--- config.mk ---
export PLATFORM = sky130hd
export DESIGN_NAME = negacyclic_poly_mac_mod_q_flat
export DESIGN_NICKNAME = d
export VERILOG_FILES = /design/src/hw/rtl/npmac_pkg.sv /design/src/hw/rtl/npmac_ifs.sv /design/src/hw/rtl/npmac_mulred.sv /design/src/hw/rtl/negacyclic_poly_mac_mod_q.sv /design/src/flat_wrapper.sv
export SDC_FILE = /design/constraint.sdc
export NUM_CORES = 1
export LEC_CHECK = 0
export ABC_CLOCK_PERIOD_IN_PS = 7600
export BUFFER_PORTS_ARGS = -buffer_cell sky130_fd_sc_hd__buf_2
export CORE_AREA = 4 4 269 271
export DETAILED_ROUTE_END_ITERATION = 6
export DIE_AREA = 0 0 273 275
export PLACE_DENSITY = 0.8
export SLEW_MARGIN = 40
export SYNTH_ARGS = -nofsm -noshare
export SYNTH_HDL_FRONTEND = slang
export SYNTH_HIERARCHICAL = 1
export SYNTH_SLANG_ARGS = --single-unit
--- constraint.sdc ---
create_clock -name clk -period 7.6 [get_ports clk]
set_clock_uncertainty 0.05 [all_clocks]
set_input_delay 0.76 -clock clk [delete_from_list [all_inputs] [get_ports clk]]
set_output_delay 0.76 -clock clk [all_outputs]
set_load 0.02 [all_outputs]
--- src/hw/rtl/npmac_pkg.sv ---
// Package for the negacyclic polynomial multiply-accumulate block (mod 8191).
// Holds sizes, the sequencer state type and the structs passed to and from the multiply-reduce unit.
package npmac_pkg;

  localparam int POLY_DEGREE = 16;
  localparam int IDX_W       = $clog2(POLY_DEGREE);
  localparam int CNT_W       = $clog2(POLY_DEGREE + 1);
  localparam int COEF_W      = 14;
  localparam int SUM_W       = 13;
  localparam int PROD_W      = 2 * COEF_W;

  localparam logic [SUM_W-1:0] MOD_Q = 13'd8191;

  typedef enum logic [1:0] {
    ST_IDLE,
    ST_MAC,
    ST_DRAIN,
    ST_EMIT
  } npmac_state_t;

  typedef struct packed {
    logic                     vld;
    logic signed [COEF_W-1:0] a;
    logic signed [COEF_W-1:0] b;
    logic [IDX_W-1:0]         k;
    logic                     wrap;
  } mac_op_t;

  typedef struct packed {
    logic             pend;
    logic             vld;
    logic             sub;
    logic [IDX_W-1:0] k;
    logic [SUM_W-1:0] val;
  } mac_res_t;

endpackage

--- src/hw/rtl/npmac_ifs.sv ---
// Valid/ready channel interfaces for coefficient items in and result items out.
// Depends on npmac_pkg for field widths.
interface npmac_in_if;
  import npmac_pkg::*;

  logic                     valid;
  logic                     ready;
  logic signed [COEF_W-1:0] first_coef;
  logic signed [COEF_W-1:0] second_coef;
  logic                     last_term;

  modport source (output valid, output first_coef, output second_coef, output last_term,
                  input ready);
  modport sink (input valid, input first_coef, input second_coef, input last_term,
                output ready);
endinterface

interface npmac_out_if;
  import npmac_pkg::*;

  logic             valid;
  logic             ready;
  logic [SUM_W-1:0] sum_coef;
  logic             sum_last;

  modport source (output valid, output sum_coef, output sum_last, input ready);
  modport sink (input valid, input sum_coef, input sum_last, output ready);
endinterface

--- src/hw/rtl/npmac_mulred.sv ---
// Shared multiply-reduce unit: signed 14x14 product, then reduction mod 2^13-1.
// Two register stages; depends on npmac_pkg.
module npmac_mulred (
  input  logic               clk,
  input  logic               rst_n,
  input  npmac_pkg::mac_op_t op,
  output npmac_pkg::mac_res_t res
);
  import npmac_pkg::*;

  logic                     s1_vld_r;
  logic signed [PROD_W-1:0] prod_r;
  logic [IDX_W-1:0]         s1_k_r;
  logic                     s1_wrap_r;

  logic                     s2_vld_r;
  logic                     s2_sub_r;
  logic [IDX_W-1:0]         s2_k_r;
  logic [SUM_W-1:0]         s2_val_r;

  logic signed [PROD_W-1:0] prod_nxt;
  logic [PROD_W-1:0]        mag;
  logic [SUM_W:0]           fold1;
  logic [SUM_W:0]           fold2;
  logic [SUM_W-1:0]         red_nxt;

  assign prod_nxt = PROD_W'(op.a) * PROD_W'(op.b);

  always_comb begin
    mag   = prod_r[PROD_W-1] ? PROD_W'(-prod_r) : PROD_W'(prod_r);
    // 2^13 == 1 and 2^26 == 1 mod q
    fold1 = (SUM_W+1)'(mag[SUM_W-1:0]) + (SUM_W+1)'(mag[2*SUM_W-1:SUM_W])
          + (SUM_W+1)'(mag[2*SUM_W]);
    fold2 = (SUM_W+1)'(fold1[SUM_W-1:0]) + (SUM_W+1)'(fold1[SUM_W]);
    if (fold2 >= (SUM_W+1)'(MOD_Q)) begin
      red_nxt = SUM_W'(fold2 - (SUM_W+1)'(MOD_Q));
    end else begin
      red_nxt = fold2[SUM_W-1:0];
    end
  end

  always_ff @(posedge clk) begin
    if (!rst_n) begin
      s1_vld_r <= 1'b0;
      s2_vld_r <= 1'b0;
    end else begin
      s1_vld_r <= op.vld;
      s2_vld_r <= s1_vld_r;
    end
  end

  always_ff @(posedge clk) begin
    prod_r    <= prod_nxt;
    s1_k_r    <= op.k;
    s1_wrap_r <= op.wrap;
    s2_val_r  <= red_nxt;
    s2_sub_r  <= prod_r[PROD_W-1] ^ s1_wrap_r;
    s2_k_r    <= s1_k_r;
  end

  assign res.pend = s1_vld_r;
  assign res.vld  = s2_vld_r;
  assign res.sub  = s2_sub_r;
  assign res.k    = s2_k_r;
  assign res.val  = s2_val_r;

endmodule

--- src/hw/rtl/negacyclic_poly_mac_mod_q.sv ---
// Negacyclic polynomial multiply-accumulate mod 8191 over Z_8191[x]/(x^N+1), N = POLY_DEGREE.
// Coefficient pairs arrive one per cycle in index order while the block is idle; when a pair is
// complete (N items, or an item with last_term) the block stops taking items and runs the
// schoolbook product through one shared multiply-reduce unit, one product per cycle, folding
// wrapped terms by subtraction. It takes no new items until the products of a pair have drained
// from the multiply-reduce unit. After last_term the N sums are offered one per cycle as the sink
// takes them, sum_last on the final one, and the accumulator is cleared. No clearing pass after
// reset. Depends on npmac_pkg, npmac_ifs and npmac_mulred.
module negacyclic_poly_mac_mod_q (
  input logic       clk,
  input logic       rst_n,
  npmac_in_if.sink  in_ch,
  npmac_out_if.source out_ch
);
  import npmac_pkg::*;

  npmac_state_t state_r, state_nxt;
  logic [IDX_W-1:0] pos_r, pos_nxt;
  logic [CNT_W-1:0] count_r, count_nxt;
  logic             last_r, last_nxt;
  logic [IDX_W-1:0] i_r, i_nxt;
  logic [IDX_W-1:0] j_r, j_nxt;
  logic [IDX_W-1:0] e_r, e_nxt;

  logic signed [COEF_W-1:0] first_store_r  [POLY_DEGREE];
  logic signed [COEF_W-1:0] second_store_r [POLY_DEGREE];
  logic [SUM_W-1:0]         acc_r          [POLY_DEGREE];
  logic [POLY_DEGREE-1:0]   acc_vld_r;

  logic             in_acc;
  logic             out_acc;
  logic [CNT_W-1:0] pos_inc;
  logic [IDX_W:0]   ksum;
  mac_op_t          op;
  mac_res_t         res;
  logic [IDX_W-1:0] acc_addr;
  logic [SUM_W-1:0] acc_rd;
  logic [SUM_W:0]   acc_sum;
  logic [SUM_W:0]   acc_dif;
  logic [SUM_W-1:0] acc_new;

  assign in_acc  = in_ch.valid & in_ch.ready;
  assign out_acc = out_ch.valid & out_ch.ready;
  assign pos_inc = CNT_W'(pos_r) + CNT_W'(1);

  npmac_mulred u_mulred (
    .clk   (clk),
    .rst_n (rst_n),
    .op    (op),
    .res   (res)
  );

  // Product index i+j, wrapped negacyclically
  always_comb begin
    ksum    = (IDX_W+1)'(i_r) + (IDX_W+1)'(j_r);
    op.vld  = (state_r == ST_MAC);
    op.a    = first_store_r[i_r];
    op.b    = second_store_r[j_r];
    op.wrap = (ksum >= (IDX_W+1)'(POLY_DEGREE));
    op.k    = op.wrap ? IDX_W'(ksum - (IDX_W+1)'(POLY_DEGREE)) : IDX_W'(ksum);
  end

  always_comb begin
    acc_addr = (state_r == ST_EMIT) ? e_r : res.k;
    acc_rd   = acc_vld_r[acc_addr] ? acc_r[acc_addr] : '0;
    acc_sum  = (SUM_W+1)'(acc_rd) + (SUM_W+1)'(res.val);
    acc_dif  = (SUM_W+1)'(acc_rd) - (SUM_W+1)'(res.val);
    if (res.sub) begin
      acc_new = acc_dif[SUM_W] ? SUM_W'(acc_dif + (SUM_W+1)'(MOD_Q)) : acc_dif[SUM_W-1:0];
    end else begin
      acc_new = (acc_sum >= (SUM_W+1)'(MOD_Q)) ? SUM_W'(acc_sum - (SUM_W+1)'(MOD_Q))
                                               : acc_sum[SUM_W-1:0];
    end
  end

  assign in_ch.ready     = (state_r == ST_IDLE);
  assign out_ch.valid    = (state_r == ST_EMIT);
  assign out_ch.sum_coef = acc_rd;
  assign out_ch.sum_last = (e_r == IDX_W'(POLY_DEGREE - 1));

  always_comb begin
    state_nxt = state_r;
    pos_nxt   = pos_r;
    count_nxt = count_r;
    last_nxt  = last_r;
    i_nxt     = i_r;
    j_nxt     = j_r;
    e_nxt     = e_r;
    unique case (state_r)
      ST_IDLE: begin
        if (in_acc) begin
          if (pos_inc == CNT_W'(POLY_DEGREE) || in_ch.last_term) begin
            count_nxt = pos_inc;
            last_nxt  = in_ch.last_term;
            pos_nxt   = '0;
            i_nxt     = '0;
            j_nxt     = '0;
            state_nxt = ST_MAC;
          end else begin
            pos_nxt = IDX_W'(pos_inc);
          end
        end
      end
      ST_MAC: begin
        if (CNT_W'(j_r) + CNT_W'(1) == count_r) begin
          j_nxt = '0;
          if (CNT_W'(i_r) + CNT_W'(1) == count_r) begin
            state_nxt = ST_DRAIN;
          end else begin
            i_nxt = i_r + IDX_W'(1);
          end
        end else begin
          j_nxt = j_r + IDX_W'(1);
        end
      end
      ST_DRAIN: begin
        if (!res.pend && !res.vld) begin
          e_nxt     = '0;
          state_nxt = last_r ? ST_EMIT : ST_IDLE;
        end
      end
      ST_EMIT: begin
        if (out_acc) begin
          if (out_ch.sum_last) begin
            state_nxt = ST_IDLE;
          end else begin
            e_nxt = e_r + IDX_W'(1);
          end
        end
      end
      default: state_nxt = ST_IDLE;
    endcase
  end

  always_ff @(posedge clk) begin
    if (!rst_n) begin
      state_r <= ST_IDLE;
      pos_r   <= '0;
      count_r <= '0;
      last_r  <= 1'b0;
      i_r     <= '0;
      j_r     <= '0;
      e_r     <= '0;
    end else begin
      state_r <= state_nxt;
      pos_r   <= pos_nxt;
      count_r <= count_nxt;
      last_r  <= last_nxt;
      i_r     <= i_nxt;
      j_r     <= j_nxt;
      e_r     <= e_nxt;
    end
  end

  always_ff @(posedge clk) begin
    if (in_acc) begin
      first_store_r[pos_r]  <= in_ch.first_coef;
      second_store_r[pos_r] <= in_ch.second_coef;
    end
    if (res.vld) begin
      acc_r[res.k] <= acc_new;
    end
  end

  // unwritten accumulator entries read as zero; cleared after the final result
  always_ff @(posedge clk) begin
    if (!rst_n) begin
      acc_vld_r <= '0;
    end else if (out_acc && out_ch.sum_last) begin
      acc_vld_r <= '0;
    end else if (res.vld) begin
      acc_vld_r[res.k] <= 1'b1;
    end
  end

  a_no_write_in_emit: assert property (@(posedge clk) disable iff (!rst_n)
    state_r == ST_EMIT |-> !res.vld && !res.pend)
    else $error("accumulator update during emission");

  a_idle_after_last: assert property (@(posedge clk) disable iff (!rst_n)
    out_acc && out_ch.sum_last |=> state_r == ST_IDLE && acc_vld_r == '0)
    else $error("accumulator not cleared after final result");

  a_sum_in_range: assert property (@(posedge clk) disable iff (!rst_n)
    out_ch.valid |-> out_ch.sum_coef < MOD_Q)
    else $error("result out of range");

  a_last_starts_mac: assert property (@(posedge clk) disable iff (!rst_n)
    in_acc && in_ch.last_term |=> state_r == ST_MAC && last_r)
    else $error("last item did not start the fold");

  a_index_bound: assert property (@(posedge clk) disable iff (!rst_n)
    state_r == ST_MAC |-> CNT_W'(i_r) < count_r && CNT_W'(j_r) < count_r)
    else $error("product index beyond pair length");

endmodule
--- src/flat_wrapper.sv ---
// flat-port wrapper written by rule: the top's interface ports become plain ports
module negacyclic_poly_mac_mod_q_flat import npmac_pkg::*;
  (clk, rst_n, in_ch_valid, in_ch_first_coef, in_ch_second_coef, in_ch_last_term, in_ch_ready, out_ch_valid, out_ch_sum_coef, out_ch_sum_last, out_ch_ready);
  npmac_in_if in_ch_i ();
  npmac_out_if out_ch_i ();
  input logic clk;
  input logic rst_n;
  input wire logic [$bits(in_ch_i.valid)-1:0] in_ch_valid;
  input wire logic [$bits(in_ch_i.first_coef)-1:0] in_ch_first_coef;
  input wire logic [$bits(in_ch_i.second_coef)-1:0] in_ch_second_coef;
  input wire logic [$bits(in_ch_i.last_term)-1:0] in_ch_last_term;
  output wire logic [$bits(in_ch_i.ready)-1:0] in_ch_ready;
  output wire logic [$bits(out_ch_i.valid)-1:0] out_ch_valid;
  output wire logic [$bits(out_ch_i.sum_coef)-1:0] out_ch_sum_coef;
  output wire logic [$bits(out_ch_i.sum_last)-1:0] out_ch_sum_last;
  input wire logic [$bits(out_ch_i.ready)-1:0] out_ch_ready;
  assign in_ch_i.valid = in_ch_valid;
  assign in_ch_i.first_coef = in_ch_first_coef;
  assign in_ch_i.second_coef = in_ch_second_coef;
  assign in_ch_i.last_term = in_ch_last_term;
  assign in_ch_ready = in_ch_i.ready;
  assign out_ch_valid = out_ch_i.valid;
  assign out_ch_sum_coef = out_ch_i.sum_coef;
  assign out_ch_sum_last = out_ch_i.sum_last;
  assign out_ch_i.ready = out_ch_ready;
  negacyclic_poly_mac_mod_q u_core (.clk(clk), .rst_n(rst_n), .in_ch(in_ch_i), .out_ch(out_ch_i));
endmodule
==> impl_summary.txt, run 1 <==
----------------------------------------------------
[Global route]
  Total global routing track utilization ... 0.259
  Largest net degree at the start of global routing ... 57
  Via count of the first global-routing pass ... 25938
  Global-route wire length before repair ... approximately 150000 um
  Number of antenna violations at the first check in global routing ... 9
  Remaining global-route overflow ... 0

[Min path]
  Min-delay worst type ... flop to flop

[Clocking]
  Worst-case clock buffer depth ... 3
  Number of clock sinks seen by CTS ... 757
  Total number of H-tree levels ... 3
  Worst-path clk slew ... approximately 0.070 ns
  Clock tree from TritonCTS ... yes
  Number of buffers inserted by hold repair at cts ... 0
  Inserted Clock Buffers ... 74
  Clk Latency, worst-skew pair ... 0.65 ns
  Buffer type at the clock tree root ... clkbuf_16

[Timing]
  Worst slew slack as a fraction of its limit ... 0.455
  Final setup TNS ... 0 ns
  Fin. Hold Viols ... 0
  Setup-failing EPs final ... 0
  Transition at the pin with the smallest max-transition slack ... about 0.81 ns
  Number of pins exceeding their max-slew limit in the final report ... 0
  Achievable frequency ... 133 MHz
  Final critical delay including setup and external delays ... 7.49 ns
  Final period util ... 0.986
  RSZ-0062 raised after global routing ... yes

[Floorplan]
  Cell row count ... between 90 and 100
  Die span in y ... 275 um
  Initial core utilization ... 0.576
  Full die area ... 75100 um^2
  Top-Level Pins ... approximately 50
  Core area ... 69800 um^2
  Horizontal die dimension ... 273 um

[Synth]
  Mapped Area ... 40200 um^2
  Cell accounting for the most synthesized area ... edfxtp_1
  EDFF count, synth ... 656
  Post-Synthesis Mean Instance Area ... between 10 and 15 um^2
  Commonest cells in the synthesized netlist ... edfxtp_1 (656), nand2_1 (374), inv_1 (272)
  Asr flop ratio synth ... 0
  Post-synthesis register bit count ... 757
  Prevailing post-synth register cell ... edfxtp_1
  Synth area leaders ... edfxtp_1 (49%), fa_1 (10%), mux4_2 (8.1%)
  Seq/Total Area, Yosys ... 0.541
  Area fraction of the dominant cell type after synthesis ... 0.490
  Synthesized netlist cell count ... 3005
  Yosys warning total ... 6
  Syn Nets ... around 3400
  Distinct cell type count of the synthesized netlist ... 90
  Count leader, synth ... edfxtp_1

[Place]
  DP Area ... approximately 42000 um^2
  Placed instance count ... around 4000
  Placed wire-length estimate ... 60800 um
  Placer Congestion ... between 0.9 and 1
  Count of buffers from port buffering ... 48

[Job]
  Maximum capacitance violations ... 0

[Layout]
  Fraction of final layout cells sized beyond drive strength 1 ... 0.159
  Final-stage net count ... 3474
  Final-layout fill cell count ... about 4700
  Area grow syn2layout ... 11.7%
  Final Instance Area ... 44900 um^2
  Core Util, Final ... 0.643
  Number of cells in the finished layout apart from fillers ... approximately 4100

[Worst setup path]
  Worst Setup End Kind ... flop
  Type of element launching the critical path ... flop
  Worst Path Arrival ... 8.00 ns
  Worst-path maximum fanout ... 11
  Kind of critical path ... flop to flop
  Required time of the critical path ... 8.11 ns
  FF-to-FF setup slack ... 0.11 ns

[Detailed routing]
  Post-route ant nets ... 0
  Iteration count of the initial detailed-routing pass ... 5
  Total routed wirelength ... around 100000 um
  Drc violations ... 0
  Vias per cell ... 6.18
  Drt wl/cell ... between 20 and 25 um
  Initial DRC Count ... around 2700
  Count of vias placed by the detailed router ... 25435

[Run status]
  Outcome ... completed

----------------------------------------------------
[layer usage]
layer	part of all wire	vias to the layer above	track usage
li1	-	11065	-
met1	0.38	12656	0.339
met2	0.50	1457	0.443
met3	0.092	245	0.0486
met4	0.033	12	0.0851
met5	0.00084	-	0
[registers in the layout (all words and copies together), names as in the netlist, 5 cells and up, named ones only]
register                  cells
u_core/acc_r                208
u_core/first_store_r        224
u_core/second_store_r       224
u_core/count_r                5
u_core/u_mulred/s2_val_r     13
u_core/acc_vld_r             16
u_core/u_mulred/prod_r       28
[path summary, 6_finish.rpt]
kind / startpoint / to / depth (start not counted)
worst min register to register: u_core/u_mulred/s1_k_r[0] / u_core/u_mulred/s2_k_r[0] / 0
worst max-delay path: flop / u_core/u_mulred/prod_r[25] / 23
worst max register to register: flop / u_core/u_mulred/prod_r[25] / 23
worst min-delay path: u_core/u_mulred/s1_k_r[0] / u_core/u_mulred/s2_k_r[0] / 0
[through the flow]
step	setup slack (ns)	hold slack (ns)
after global placement	0.211	0.262
after CTS	0.00920	0.223
after global routing	-0.150	0.236
after floorplan	0.0238	0.260
final	0.109	0.230
after detailed placement	0.0454	0.266
[worst max-delay path, cell delays in order (launching register included)]
cell and delay (ns):
dfxtp_4 0.43, buf_4 0.21, buf_4 0.15, mux4_2 0.54, mux4_2 0.56, buf_4 0.21, and2_1 0.16, fa_1 0.51
inv_1 0.05, fa_1 0.48, inv_1 0.06, fa_1 0.49, fa_1 0.57, fa_1 0.43, fa_1 0.44, ha_1 0.36
a211o_1 0.31, a211o_1 0.32, a21oi_4 0.23, a211oi_4 0.12, nor3_2 0.31, o31ai_1 0.13, a21oi_1 0.18, xnor2_1 0.13
[layout make-up]
cell class | instances | area [um^2] | area share
Tap cell | 940 | 1180 | 0.0262
Inverter | 274 | 1030 | 0.0229
Timing Repair Buffer | 170 | 1320 | 0.0294
Antenna cell | 3 | 7.51 | 0.000167
Clock inverter | 41 | 460 | 0.0103
Sequential cell | 757 | 21700 | 0.484
Clock buffer | 95 | 1970 | 0.0439
Multi-Input combinational cell | 1839 | 17200 | 0.383
[timing repair]
action | 4_1_cts | 5_1_grt
cloned | 0 | 1
setup endpoints to repair | 1 | 7
gates resized for setup | 0 | 13
pin swaps | 0 | 2
buffers inserted | 3 | 6
[cell usage in the layout, fill, tap and decap left out, types with 37 or more instances in the layout]
cell type | synthesis | final
inv_1 | 272 | 272
a311oi_1 | 50 | 50
edfxtp_1 | 656 | 656
buf_4 | 3 | 107
mux4_2 | 144 | 144
dfxtp_1 | 101 | 95
buf_2 | 5 | 48
nand3_1 | 84 | 84
xnor2_1 | 87 | 87
nor2_1 | 99 | 83
fa_1 | 200 | 200
o21ai_0 | 47 | 47
nand2_1 | 374 | 374
a21oi_1 | 55 | 52
nor3_1 | 46 | 37
clkbuf_16 | 0 | 76
ha_1 | 125 | 125
and2_1 | 110 | 110
and3_1 | 40 | 40
[cell families (layout without fill, tap and decap cells)]
group / count (synthesis) / in the layout / share of synthesized area
AND/OR/NAND/NOR: 901 / 901 / 0.109
flip-flops: 757 / 757 / 0.541
buffers and inverters: 409 / 580 / 0.0389
AO/OA/AOI/OAI: 334 / 334 / 0.0620
adder cells (fa/ha/maj): 325 / 325 / 0.139
multiplexers: 163 / 163 / 0.0856
XOR/XNOR: 116 / 116 / 0.0253
other: 0 / 3 / 0
Power of run 1 is not shown: default switching activity piles up to over one toggle a cycle in this logic, so the estimate is an artifact.
==> run 2: changes to the inputs <==
--- a/config.mk
+++ b/config.mk
@@ -10,6 +10,7 @@
 export CORE_AREA = 4 4 269 271
 export DETAILED_ROUTE_END_ITERATION = 6
 export DIE_AREA = 0 0 273 275
+export GPL_TIMING_DRIVEN = 0
 export PLACE_DENSITY = 0.8
 export SLEW_MARGIN = 40
 export SYNTH_ARGS = -nofsm -noshare
==> impl_summary.txt, run 2 (same netlist as run 1, synthesis figures left out) <==
----------------------------------------------------
[Run status]
  Outcome ... completed

[Clocking]
  Total number of H-tree levels ... 3
  Inserted Clock Buffers ... 76
  Worst-path clk slew ... 0.06 ns
  Clk Latency, worst-skew pair ... 0.65 ns
  Number of clock sinks seen by CTS ... roughly 760
  Clock tree from TritonCTS ... yes
  Buffer type at the clock tree root ... clkbuf_16
  Worst-case clock buffer depth ... 3

[Timing]
  Transition at the pin with the smallest max-transition slack ... 0.865 ns
  Fin. Hold Viols ... 0
  Final-layout worst hold slack ... 0.257 ns
  Fin worst setup slack ... about 0.062 ns
  Final critical delay including setup and external delays ... roughly 7.5 ns
  Achievable frequency ... 133 MHz
  RSZ-0062 raised after global routing ... yes
  Worst slew slack as a fraction of its limit ... 0.422
  Setup-failing EPs final ... 0
  Final period util ... 0.992
  Number of pins exceeding their max-slew limit in the final report ... 0

[Floorplan]
  Cell row count ... 97
  Top-Level Pins ... 49
  Full die area ... 75100 um^2
  Die span in y ... 275 um
  Core area ... around 70000 um^2
  Initial core utilization ... 0.576
  Horizontal die dimension ... 273 um

[Layout]
  Multi-input logic area ... ~17000 um^2
  Fraction of final layout cells sized beyond drive strength 1 ... 0.185
  Final-layout fill cell count ... approximately 4600
  Final Instance Area ... 46500 um^2
  Storage element area ... 21700 um^2
  Largest registers in the final layout ... u_core/first_store_r: 224 flops, u_core/second_store_r: 224 flops, u_core/acc_r: 208 flops
  Final-stage net count ... about 3600
  Leading cell type in the layout, fill and taps excluded ... edfxtp_1
  Area grow syn2layout ... 15.6%
  Leading cell types in the layout, fill and taps excluded ... edfxtp_1 (656), nand2_1 (371), inv_1 (269), fa_1 (197), mux4_2 (144)

[Global route]
  Total global routing track utilization ... 0.283
  Remaining global-route overflow ... 0
  Largest net degree at the start of global routing ... 17
  Via count of the first global-routing pass ... 26945
  Number of antenna violations at the first check in global routing ... 7
  Global-route wire length before repair ... 161000 um

[Place]
  Worst slack after detailed placement ... -1.32 ns
  Count of buffers from port buffering ... 47
  Placed wire-length estimate ... ~72000 um
  Placer Congestion ... about 0.9
  DP Area ... 42800 um^2

[Job]
  Maximum capacitance violations ... 0

[Worst setup path]
  Worst path cell trace ... buf_6 -> clkbuf_8 -> mux4_2 -> mux4_2 -> buf_8 -> buf_4 -> nand2_1 -> fa_1 -> fa_1 -> fa_1 -> inv_1 -> fa_1 -> fa_1 -> fa_1 -> ha_2 -> a211o_1 -> a211o_1 -> a21oi_4 -> a211oi_4 -> nor4_2 -> o21bai_1 -> a21oi_1 -> xnor2_1
  Cell with the biggest individual delay on the critical path ... mux4_2
  Worst Setup End Kind ... flop
  Critical path's largest stage delay ... 0.67 ns
  Type of element launching the critical path ... flop
  Required time of the critical path ... 8.10 ns
  Kind of critical path ... flop to flop
  Most common cell on crit path ... fa_1
  Worst-path maximum fanout ... 10
  Worst Path Arrival ... 8.04 ns
  CP bufs+invs ... 5
  Dominant delay contributor by cell family on the critical path ... adder cells

[Detailed routing]
  WL met1 ... 38200 um
  Wire length on met3 ... 8960 um
  Highest routing layer actually used ... met5
  Count of vias placed by the detailed router ... roughly 27000
  Iteration count of the initial detailed-routing pass ... 7
  Drt wl/cell ... 25.5 um
  Drc violations ... 0
  Vias per cell ... roughly 6.2
  Initial DRC Count ... 3073
  Post-route ant nets ... 0
  Metal2 WL ... 56000 um
  Total routed wirelength ... roughly 110000 um

[Min path]
  Min-delay worst type ... flop to flop

----------------------------------------------------
run 2: changes by cell type in the layout (fill, tap and decap cells not counted), moves of 6 or more:
cell / before / now
buf_8: 0 / 6
buf_6: 4 / 16
buf_16: 1 / 26
buf_4: 107 / 77
clkbuf_2: 0 / 22
nor3b_2: 0 / 6
nor2_1: 83 / 74
clkbuf_1: 18 / 78
nor3b_1: 18 / 12
buf_1: 0 / 10
buf_2: 48 / 70
run 2: metrics by stage:
stage	utilization	TNS, ns	std cells
2_1_floorplan	-	0	3005
3_3_place_gp	0.596	-188.41	3992
3_5_place_dp	0.613	-59.11	4053
4_1_cts	0.655	-0.0129	4207
5_1_grt	0.666	-0.378	4251
6_report	0.666	0	4254
run 2: per-layer routing:
layer / global-route usage / vias to the layer above
li1: - / 11340
met1: 0.344 / 13338
met2: 0.500 / 1529
met3: 0.0499 / 310
met4: 0.126 / 6
met5: 0 / -
run 2: repair_timing:
action | CTS | global route
pin swaps | 9 | 34
gates cloned | 0 | 2
hold buffers | 0 | 0
buffers inserted | 13 | 43
resized for setup | 96 | 123
setup endpoints to repair | 225 | 220
run 2: worst paths after layout:
kind	startpoint	endpoint	slack, ns	depth (start not counted)
max	flop	u_core/u_mulred/prod_r[21]	0.06	23
min	u_core/u_mulred/s1_k_r[0]	u_core/u_mulred/s2_k_r[0]	0.26	0
max reg2reg	flop	u_core/u_mulred/prod_r[21]	0.06	23
min reg2reg	u_core/u_mulred/s1_k_r[0]	u_core/u_mulred/s2_k_r[0]	0.26	0
run 2: area by class of cell:
class / count / area share
antenna: 4 / 0.000215
buffer: 133 / 0.0195
clock buffer: 100 / 0.0437
clock inverter: 41 / 0.0105
inverter: 274 / 0.0221
multi-input combinational: 1839 / 0.376
sequential: 757 / 0.468
tap: 940 / 0.0253
timing repair buffer: 166 / 0.0349
Power of run 2 is left out for the same reason.
